`config.mk`:
```
export PLATFORM = sky130hd
export DESIGN_NAME = x86_instruction_length_decoder_core
export DESIGN_NICKNAME = d
export VERILOG_FILES = /design/src/hdl/ild_pkg.sv /design/src/hdl/ild_classify.sv /design/src/hdl/ild_length.sv /design/src/hdl/x86_instruction_length_decoder_core.sv
export SDC_FILE = /design/constraint.sdc
export NUM_CORES = 1
export LEC_CHECK = 0
export BUFFER_PORTS_ARGS = -buffer_cell sky130_fd_sc_hd__buf_4
export CAP_MARGIN = 20
export CORE_UTILIZATION = 53
export CTS_BUF_LIST = sky130_fd_sc_hd__clkbuf_8 sky130_fd_sc_hd__clkbuf_16
export DETAILED_ROUTE_END_ITERATION = 6
export GPL_ROUTABILITY_DRIVEN = 1
export PLACE_DENSITY = 0.83
export SETUP_SLACK_MARGIN = 0.2
export SYNTH_ARGS = -nofsm -noshare
export SYNTH_HDL_FRONTEND = slang
export SYNTH_SLANG_ARGS = --single-unit
```
`constraint.sdc`:
```
create_clock -name clk -period 4.07 [get_ports clk]
set_clock_uncertainty 0.2 [all_clocks]
set_input_delay 0.814 -clock clk [delete_from_list [all_inputs] [get_ports clk]]
set_output_delay 0.814 -clock clk [all_outputs]
set_load 0.02 [all_outputs]
```
`src/hdl/ild_pkg.sv`:
```
package ild_pkg;

  localparam int ByteW = 8;
  localparam int LenW  = 4;
  localparam int ModrmW = 3;

  // Primary opcodes that get special handling
  localparam logic [ByteW-1:0] OP_TWO_BYTE  = 8'h0F;
  localparam logic [ByteW-1:0] OP_GRP1_IB   = 8'h83;
  localparam logic [ByteW-1:0] OP_GRP1_ID   = 8'h81;
  localparam logic [ByteW-1:0] OP_IMUL_ID   = 8'h69;
  localparam logic [ByteW-1:0] OP_IMUL_IB   = 8'h6B;
  localparam logic [ByteW-1:0] OP_CALL_REL  = 8'hE8;
  localparam logic [ByteW-1:0] OP_RET_IW    = 8'hC2;
  localparam logic [ByteW-1:0] OP_MOV_R_ID  = 8'hB8;
  localparam logic [ByteW-1:0] OP_POP_RM    = 8'h8F;
  localparam logic [ByteW-1:0] OP_SHIFT_CL  = 8'hD3;

  // Second opcode bytes after 0x0F that carry an imm8
  localparam logic [ByteW-1:0] OP2_SHLD_IB  = 8'hA4;
  localparam logic [ByteW-1:0] OP2_SHRD_IB  = 8'hAC;
  localparam logic [ByteW-1:0] OP2_BT_IB    = 8'hBA;
  localparam logic [ByteW-1:0] OP2_CMP_IB   = 8'hC2;
  localparam logic [ByteW-1:0] OP2_PINSR_IB = 8'hC4;
  localparam logic [ByteW-1:0] OP2_PEXTR_IB = 8'hC5;
  localparam logic [ByteW-1:0] OP2_SHUF_IB  = 8'hC6;

  // Jcc rel32 window of the two-byte map
  localparam logic [ByteW-1:0] OP2_JCC_LO   = 8'h80;
  localparam logic [ByteW-1:0] OP2_JCC_HI   = 8'h8F;

  localparam logic [LenW-1:0] LEN_JCC_REL32 = 4'd6;

  typedef struct packed {
    logic [LenW-1:0] base;        // opcode and immediate bytes
    logic            has_modrm;   // a ModRM byte follows
    logic            modrm_late;  // ModRM sits in the third byte
  } ild_class_t;

endpackage

```
`src/hdl/ild_classify.sv`:
```
module ild_classify
  import ild_pkg::*;
(
  input  logic [ByteW-1:0] opcode_byte,
  input  logic [ByteW-1:0] second_byte,
  output ild_class_t       cls
);

  logic op2_imm8;

  assign op2_imm8 = (second_byte == OP2_SHLD_IB)  || (second_byte == OP2_SHRD_IB) ||
                    (second_byte == OP2_BT_IB)    || (second_byte == OP2_CMP_IB)  ||
                    (second_byte == OP2_PINSR_IB) || (second_byte == OP2_PEXTR_IB) ||
                    (second_byte == OP2_SHUF_IB);

  always_comb begin
    cls.base       = 4'd1;
    cls.has_modrm  = 1'b0;
    cls.modrm_late = 1'b0;
    if ((opcode_byte >= 8'h50 && opcode_byte <= 8'h5F) ||
        opcode_byte == 8'h90 || opcode_byte == 8'hC9 || opcode_byte == 8'hC3 ||
        opcode_byte == 8'hCB || opcode_byte == 8'hCC || opcode_byte == 8'h06 ||
        opcode_byte == 8'h07 || opcode_byte == 8'h0E || opcode_byte == 8'h16 ||
        opcode_byte == 8'h17 || opcode_byte == 8'h1E || opcode_byte == 8'h1F ||
        opcode_byte == 8'h9C || opcode_byte == 8'h9D || opcode_byte == 8'h60 ||
        opcode_byte == 8'h61 || (opcode_byte >= 8'hF8 && opcode_byte <= 8'hFB)) begin
      cls.base = 4'd1;
    end else if ((opcode_byte >= 8'h70 && opcode_byte <= 8'h7F) ||
                 opcode_byte == 8'hEB || (opcode_byte >= 8'hE0 && opcode_byte <= 8'hE3) ||
                 opcode_byte == 8'h6A || (opcode_byte >= 8'hB0 && opcode_byte <= 8'hB7)) begin
      cls.base = 4'd2;
    end else if (opcode_byte == OP_RET_IW || opcode_byte == 8'hCA) begin
      cls.base = 4'd3;
    end else if (opcode_byte == OP_CALL_REL || opcode_byte == 8'hE9 ||
                 opcode_byte == 8'h68 || (opcode_byte >= 8'hA0 && opcode_byte <= 8'hA3) ||
                 opcode_byte >= OP_MOV_R_ID && opcode_byte <= 8'hBF) begin
      cls.base = 4'd5;
    end else if (opcode_byte == 8'h85 || opcode_byte == 8'h87 ||
                 (opcode_byte <= 8'h3B && opcode_byte[7:6] == 2'b00 &&
                  opcode_byte[2:0] != 3'd0 && opcode_byte[2:0] != 3'd2 &&
                  opcode_byte[2] == 1'b0 && opcode_byte[0] == 1'b1 &&
                  opcode_byte[5:3] != 3'd0 || opcode_byte == 8'h01 ||
                  opcode_byte == 8'h03) ||
                 opcode_byte == 8'h89 || opcode_byte == 8'h8B || opcode_byte == 8'h8D ||
                 opcode_byte == OP_POP_RM || opcode_byte == 8'hFF ||
                 opcode_byte == OP_SHIFT_CL) begin
      cls.base      = 4'd1;
      cls.has_modrm = 1'b1;
    end else if (opcode_byte == OP_GRP1_IB || opcode_byte == 8'h80 ||
                 opcode_byte == 8'hC0 || opcode_byte == 8'hC1 || opcode_byte == 8'hD0 ||
                 opcode_byte == 8'hD1 || opcode_byte == OP_IMUL_IB) begin
      cls.base      = 4'd2;
      cls.has_modrm = 1'b1;
    end else if (opcode_byte == OP_GRP1_ID || opcode_byte == OP_IMUL_ID) begin
      cls.base      = 4'd5;
      cls.has_modrm = 1'b1;
    end else if (opcode_byte == OP_TWO_BYTE) begin
      if (second_byte >= OP2_JCC_LO && second_byte <= OP2_JCC_HI) begin
        cls.base = LEN_JCC_REL32;
      end else begin
        cls.base       = op2_imm8 ? 4'd3 : 4'd2;
        cls.has_modrm  = 1'b1;
        cls.modrm_late = 1'b1;
      end
    end
  end

endmodule

```
`src/hdl/ild_length.sv`:
```
module ild_length
  import ild_pkg::*;
(
  input  ild_class_t       cls,
  input  logic [ByteW-1:0] second_byte,
  input  logic [ByteW-1:0] third_byte,
  input  logic [ByteW-1:0] fourth_byte,
  output logic [LenW-1:0]  length_bytes
);

  logic [ByteW-1:0]   modrm;
  logic [ByteW-1:0]   sib;
  logic [1:0]         mod_f;
  logic [2:0]         rm_f;
  logic [ModrmW-1:0]  addr_bytes;

  assign modrm = cls.modrm_late ? third_byte : second_byte;
  assign sib   = cls.modrm_late ? fourth_byte : third_byte;
  assign mod_f = modrm[7:6];
  assign rm_f  = modrm[2:0];

  // ModRM byte, optional SIB, optional displacement
  always_comb begin
    addr_bytes = 3'd1;
    if (mod_f != 2'd3) begin
      if (rm_f == 3'd4) begin
        addr_bytes = addr_bytes + 3'd1;
        if (mod_f == 2'd0 && sib[2:0] == 3'd5) addr_bytes = addr_bytes + 3'd4;
      end
      if (mod_f == 2'd1) begin
        addr_bytes = addr_bytes + 3'd1;
      end else if (mod_f == 2'd2) begin
        addr_bytes = addr_bytes + 3'd4;
      end else if (rm_f == 3'd5) begin
        addr_bytes = addr_bytes + 3'd4;
      end
    end
  end

  assign length_bytes = cls.base + (cls.has_modrm ? {1'b0, addr_bytes} : {LenW{1'b0}});

endmodule

```
`src/hdl/x86_instruction_length_decoder_core.sv`:
```
// Length decoder for 32-bit x86 instructions without prefixes. Present the
// first four instruction bytes with start; busy stays low, so a request is
// taken on every cycle that start is high. Each request yields exactly one
// length_bytes value (1..11), shown for one cycle with done high; the
// receiver cannot stall, so capture it on that cycle. The result passes
// through the input register and the result register around one pass of
// opcode classification and ModRM/SIB/displacement counting; throughput is
// one request per cycle. Unknown opcodes decode as length 1.
module x86_instruction_length_decoder_core
  import ild_pkg::*;
(
  input  logic             clk,
  input  logic             rst,
  input  logic             start,
  output logic             busy,
  input  logic [ByteW-1:0] opcode_byte,
  input  logic [ByteW-1:0] second_byte,
  input  logic [ByteW-1:0] third_byte,
  input  logic [ByteW-1:0] fourth_byte,
  output logic             done,
  output logic [LenW-1:0]  length_bytes
);

  // Input register stage
  logic             in_valid;
  logic [ByteW-1:0] in_op;
  logic [ByteW-1:0] in_b1;
  logic [ByteW-1:0] in_b2;
  logic [ByteW-1:0] in_b3;

  ild_class_t       cls;
  logic [LenW-1:0]  length_next;

  // No stall source anywhere: always ready for the next request
  assign busy = 1'b0;

  always_ff @(posedge clk) begin
    if (rst) begin
      in_valid <= 1'b0;
      done     <= 1'b0;
    end else begin
      in_valid <= start && !busy;
      done     <= in_valid;
    end
  end

  // Payload: capture every cycle, qualified by the valid bits above
  always_ff @(posedge clk) begin
    in_op        <= opcode_byte;
    in_b1        <= second_byte;
    in_b2        <= third_byte;
    in_b3        <= fourth_byte;
    length_bytes <= length_next;
  end

  // Sort the opcode into its length group
  ild_classify u_classify (
    .opcode_byte (in_op),
    .second_byte (in_b1),
    .cls         (cls)
  );

  // Add ModRM, SIB and displacement bytes to the group's base length
  ild_length u_length (
    .cls          (cls),
    .second_byte  (in_b1),
    .third_byte   (in_b2),
    .fourth_byte  (in_b3),
    .length_bytes (length_next)
  );

endmodule

```
=== Word-level counts from Yosys, hierarchy flattened ===
Index checks and enable logic that the tools add are counted.

* Flip-flop bits (word level): 33
* Latch bits: 0
* Memory bits (writable): 0
* Bits in read-only memories: 0
* Input port bits: 35
* Logic and storage cells: 181
* Memories: 0

* $add $sub $neg: 3
* $mul: 0
* Divide/modulo/power cells: 0
* Order comparisons: 17
* Equal/unequal tests: 57
* Shift-type cells: 0
* Muxes and demuxes: 28
* Bitwise operators: 1
* Reductions and logical operators: 68

{| class="wikitable"
|+ Operators with widths
! cell !! count
|-
| 8-bit equality test (second input constant) || 34
|-
| 1-bit logical OR || 49
|-
| 8-bit by 7-bit equality test with 1-bit output (second input constant) || 6
|-
| 8-bit greater-or-equal comparator (second input constant) || 6
|-
| 8-bit less-or-equal comparator (second input constant) || 6
|-
| 8-bit by 5-bit equality test with 1-bit output (second input constant) || 4
|-
| 3-bit 2-to-1 mux || 9
|-
| 4-bit 2-to-1 mux || 5
|-
| 8-bit by 3-bit equality test with 1-bit output (second input constant) || 2
|-
| 8-bit by 4-bit equality test with 1-bit output (second input constant) || 2
|-
| 8-bit by 7-bit greater-or-equal comparator with 1-bit output (second input constant) || 2
|-
| 8-bit by 7-bit less-or-equal comparator with 1-bit output (second input constant) || 2
|-
| 1-bit logical AND || 15
|-
| 5-bit 2-to-1 mux || 3
|-
| 2-bit 2-to-1 mux || 5
|-
| 3-bit equality test (second input constant) || 3
|-
| 8-bit by 1-bit equality test with 1-bit output (second input constant) || 1
|-
| 8-bit by 2-bit equality test with 1-bit output (second input constant) || 1
|-
| 8-bit by 6-bit less-or-equal comparator with 1-bit output (second input constant) || 1
|-
| 8-bit 2-to-1 mux || 1
|-
| 6-bit 2-to-1 mux || 1
|-
| 3-bit nonzero test || 2
|-
| 4-bit adder || 1
|-
| 2-bit logical NOT || 2
|-
| 8 further kinds || 11
|}

=== Depth between registers and ports, before layout ===
* Depth in word-level cells: 34
* Depth in mapped cells: 10
* Mapped depth without buffers: 9

=== Hierarchy ===
From an unflattened synthesis, not the netlist that was laid out.

* Cell total of the unflattened synthesis: 138
* Area total of the unflattened synthesis: 1,408.9 µm²

{| class="wikitable"
|+ By module, submodules not included
! module !! instances !! cells each !! area an instance (µm²) !! seq. area each (µm²)
|-
| x86_instruction_length_decoder_core || 1 || 42 || 784.5 || 760.7
|-
| ild_classify || 1 || 68 || 390.4 || 0.0
|-
| ild_length || 1 || 28 || 234.0 || 0.0
|}

=== Least setup slack after synthesis ===
No wires, ideal clock.

* Path type: reg-to-reg
* Start point: register in_op[5]
* End point: register length_bytes[2]
* Arrival time: 2.035 ns
* Required time: 3.752 ns
* Path slack: 1.717 ns
* Stages on the path, launching flop included: 10
* Period minus slack after synthesis: 2.353 ns
* Path through: dfxtp_1 buf_6 nor4b_4 and4_4 nand2b_4 o32ai_1 ha_1 inv_1 fa_1 xnor2_1

* Cells in the longest elaborated chain, start to end: 34
* Elaborated cells between the ends (all ways): 151
* Classes of those cells: add/sub: 3; order compare: 15; eq/ne: 49; mux: 25; reduce/logical: 59

{| class="wikitable"
|+ Ends and longest elaborated chain
! element !! line !! text
|-
| start, declared || x86_instruction_length_decoder_core.sv:26 || <nowiki>logic [ByteW-1:0] in_op;</nowiki>
|-
| start signal, assigned || x86_instruction_length_decoder_core.sv:49 || <nowiki>in_op <= opcode_byte;</nowiki>
|-
| 8-bit by 6-bit less-or-equal comparator with 1-bit output || ild_classify.sv:39 || <nowiki>(opcode_byte <= 8'h3B && opcode_byte[7:6] == 2'b00 &&</nowiki>
|-
| 1-bit logical AND (2 in a row) || ild_classify.sv:39 ||
|-
| 1-bit logical AND (2 in a row) || ild_classify.sv:40 || <nowiki>opcode_byte[2:0] != 3'd0 && opcode_byte[2:0] != 3'd2 &&</nowiki>
|-
| 1-bit logical AND (2 in a row) || ild_classify.sv:41 || <nowiki>opcode_byte[2] == 1'b0 && opcode_byte[0] == 1'b1 &&</nowiki>
|-
| 1-bit logical OR (2 in a row) || ild_classify.sv:42 || <nowiki>opcode_byte[5:3] != 3'd0 || opcode_byte == 8'h01 ||</nowiki>
|-
| 1-bit logical OR || ild_classify.sv:38 || <nowiki>end else if (opcode_byte == 8'h85 || opcode_byte == 8'h87 ||</nowiki>
|-
| 1-bit logical OR || ild_classify.sv:43 || <nowiki>opcode_byte == 8'h03) ||</nowiki>
|-
| 1-bit logical OR (3 in a row) || ild_classify.sv:44 || <nowiki>opcode_byte == 8'h89 || opcode_byte == 8'h8B || opcode_byte == 8'h8D ||</nowiki>
|-
| (+13 left out) || - ||
|-
| 3-bit adder || ild_length.sv:33, ild_length.sv:35 ||
|-
| 3-bit 2-to-1 mux || ild_length.sv:34 || <nowiki>end else if (rm_f == 3'd5) begin</nowiki>
|-
| 3-bit 2-to-1 mux || ild_length.sv:32 || <nowiki>end else if (mod_f == 2'd2) begin</nowiki>
|-
| 3-bit 2-to-1 mux || ild_length.sv:30 || <nowiki>if (mod_f == 2'd1) begin</nowiki>
|-
| 3-bit 2-to-1 mux || ild_length.sv:25 || <nowiki>if (mod_f != 2'd3) begin</nowiki>
|-
| 3-bit 2-to-1 mux || ild_length.sv:40 || <nowiki>assign length_bytes = cls.base + (cls.has_modrm ? {1'b0, addr_bytes} : {LenW{1'b0}});</nowiki>
|-
| 4-bit adder (*) || ild_length.sv:40 ||
|-
| named net length_next[2] || x86_instruction_length_decoder_core.sv:32 || <nowiki>logic [LenW-1:0] length_next;</nowiki>
|-
| end signal, assigned || x86_instruction_length_decoder_core.sv:53 || <nowiki>length_bytes <= length_next;</nowiki>
|-
| end, declared || x86_instruction_length_decoder_core.sv:21 || <nowiki>output logic [LenW-1:0] length_bytes</nowiki>
|}

The timed path passes the listed nets; every way through them passes the cells marked *. The select of a mux whose other input is x is not followed.
A chain may end at the register's enable or synchronous reset.

=== Final worst setup path ===
* Start point: register in_op[3]
* End point: register length_bytes[3]

The elaborated chain is that of the path after synthesis.

==> flow_metrics.env <==
export IMPL_cpMaxStageDelayCell="dfxtp_1"
export IMPL_drive_above_1_share_pct=30.3
export IMPL_timing_rr_end="length_bytes[3]"
export IMPL_gp_congestion=0.797
export IMPL_antenna_found_initial=0
export IMPL_yosysWarnings=0
export IMPL_via_per_inst=5.49
export IMPL_layout_common_cells="31 x buf_4, 30 x dfxtp_1, 8 x nor2_1"
export IMPL_worst_pin_slew_ns=0.493
export IMPL_fmaxAchievable_mhz=383
export IMPL_endpoint="length_bytes[3]"
export IMPL_peakVddDrop_mv=0.297
export IMPL_ff_latch_area_um2=601
export IMPL_core_area_um2=2250
export IMPL_hold_viol=0
export IMPL_outcome="finished clean"
export IMPL_crit_chain="nor2b_2 > and3_2 > o211ai_1 > o221ai_1 > a311o_2 > ha_1 > a21o_1 > a21o_1"
export IMPL_crit_start="in_op[3]"
export IMPL_antenna_cells=0
export IMPL_area_growth_pct=21.5
export IMPL_cts_tree="done"
export IMPL_cts_setup_buffers=0
export IMPL_grt_overflow=0
export IMPL_die_y_um=51.5
export IMPL_tns_ns=0
export IMPL_final_nets=195
export IMPL_start_util_pct=57.5
export IMPL_rsz0062_at_grt="no"
export IMPL_drtIter0Drc=24
export IMPL_hold_class="reg -> reg"
export IMPL_async_flop_share_pct=0
export IMPL_worstHoldStart="in_valid"
export IMPL_synth_distinct_cells=49
export IMPL_grt_pass1_wl_mm=3.94
export IMPL_worstSetupStartpointType="flop"
export IMPL_routed_wirelength_mm=2.30
export IMPL_first_global_vias=941
export IMPL_track_usage_pct=21.1
export IMPL_synth_cells=124
export IMPL_p_leak_nw=0.687
export IMPL_syn_avg_cell_area_um2=10.5
export IMPL_cp_slowest_stage_delay_ns=0.41
export IMPL_r2r_worst_path_cells=8
export IMPL_cts_resized=0
export IMPL_utilization_pct=69.9
export IMPL_cp_required_ns=4.03
export IMPL_pwr_density_cell_nw_per_um2=392
export IMPL_synthesis_nets=163
export IMPL_numPortBuffers=31
export IMPL_maxSlewHeadroom_pct=66.7
export IMPL_worst_r2r_setup_slack_ns=1.46
export IMPL_clk_path_buf_depth=2
export IMPL_clock_sinks=30
export IMPL_hold_buffers=0
export IMPL_fillers=185
export IMPL_grt_max_degree=14
export IMPL_ys_seq_elements=30
export IMPL_crit_arrival_ns=2.57
export IMPL_cts_root_buffer="clkbuf_8"
export IMPL_synth_area_um2=1300
export IMPL_setup_violations=0
export IMPL_timing_rr_start="in_op[3]"
export IMPL_cts_clk_slew_worst_paths_ns=0.06
export IMPL_cts_made_buffers=5
export IMPL_multi_input_area_um2=598
export IMPL_synth_edff_count=0
export IMPL_firstDrtPassIters=4
export IMPL_maxSlewViolCount=0
export IMPL_dieWidth_um=51.5
export IMPL_io_pins=41
export IMPL_layout_commonest_cell="buf_4"
export IMPL_drc=0
export IMPL_ant_nets=0
export IMPL_num_vias=1004
export IMPL_worstSkewPairLatency_ns=0.27
export IMPL_dp_hpwl_mm=1.77
export IMPL_rows=17
export IMPL_synth_main_ff_cell="dfxtp_1"
export IMPL_synth_seq_area_share_pct=46.3
export IMPL_crit_fanout=12
export IMPL_cap_violations=0
export IMPL_crit_top_cell="a21o_1"
export IMPL_end_kind="flop"
export IMPL_die_area_um2=2650
export IMPL_avgRoutedWirePerCell_um=12.6
export IMPL_htreeDepth=2
export IMPL_criticalPathCategory="reg -> reg"
export IMPL_fin_crit_sh_pct=64.1
export IMPL_min_period_ns=2.61
## through the flow
stage                     cells  power (mW)  area (um^2)  worst slack [ns]  hold WS (ns)
after floorplan             124       0.375         1300              1.72         0.214
after global placement      177       0.399         1490              1.52         0.234
after detailed placement    177       0.403         1490              1.48         0.247
after CTS                   183       0.626         1580              1.46         0.255
after global routing        183       0.652         1580              1.29         0.267
final                       183       0.618         1580              1.46         0.252
## routing by layer
metal	vias to the layer above	track usage [%]	part of all wire (%)
met2	38	32.7	51
met5	-	0	0
met1	452	24.4	41
met4	0	9.46	0.70
met3	2	10.1	6.7
li1	512	-	-
## cell families (layout without fill, tap and decap cells)
| kind of cell | after synthesis | count (layout) | synth area share [%] |
|---|---|---|---|
| compound gates | 34 | 34 | 19.1 |
| mux | 1 | 1 | 1.16 |
| xor+xnor | 1 | 1 | 0.676 |
| other cells | 1 | 1 | 0.289 |
| fa+ha+maj | 4 | 4 | 4.44 |
| simple gates | 40 | 40 | 20.5 |
| buf+inv | 13 | 44 | 7.53 |
| flops | 30 | 30 | 46.3 |
## worst min path at each step
stage                end  cells after the start  slack, ns
floorplan           done                      1       0.21
global placement    done                      1       0.23
detailed placement  done                      1       0.25
CTS                 done                      1       0.25
global route        done                      1       0.27
finish              done                      1       0.25
## Yosys cell counts (all sizes together), types with 2 or more instances
library cell / count / share of area (%)
o211ai: 3 / 1.7
o221ai: 2 / 1.4
inv: 7 / 2.0
nor4b: 3 / 3.2
and4: 2 / 1.5
nor3: 3 / 1.2
nand2: 3 / 0.87
nor2b: 7 / 3.6
o31ai: 2 / 1.5
ha: 3 / 2.9
buf: 4 / 2.7
nor2: 8 / 2.3
dfxtp: 30 / 46
a21oi: 6 / 2.3
nand2b: 5 / 3.0
nand3b: 2 / 1.2
and3: 3 / 1.6
a21o: 2 / 1.2
o21ai: 7 / 2.7
## worst max-delay path: cells and delay by family (launching register included)
kind	cells	cell delay, ns
AND/OR/NAND/NOR	2	0.42
adder cells (fa/ha/maj)	1	0.27
flip-flops	1	0.41
AO/OA/AOI/OAI	5	1.20
## sequential cells by signal (all words and copies together), names as in the netlist
name / cells
in_b1: 8
in_op: 8
in_b2: 5
length_bytes: 4
in_b3: 3
done: 1
in_valid: 1
## power by group
group	internal, mW	switching, mW	total (mW)
clock	0.130	0.0920	0.222
combinational	0.0394	0.0282	0.0676
sequential	0.312	0.0171	0.329
## final cells by class
class	count	share of cell area [%]
flip-flops and latches	30	38.1
multi-input cells	81	38.0
repair buffers	31	14.8
clock buffers	6	5.24
well taps	28	2.22
inverters	7	1.67
No activity file was read; power rests on OpenSTA's default activity.
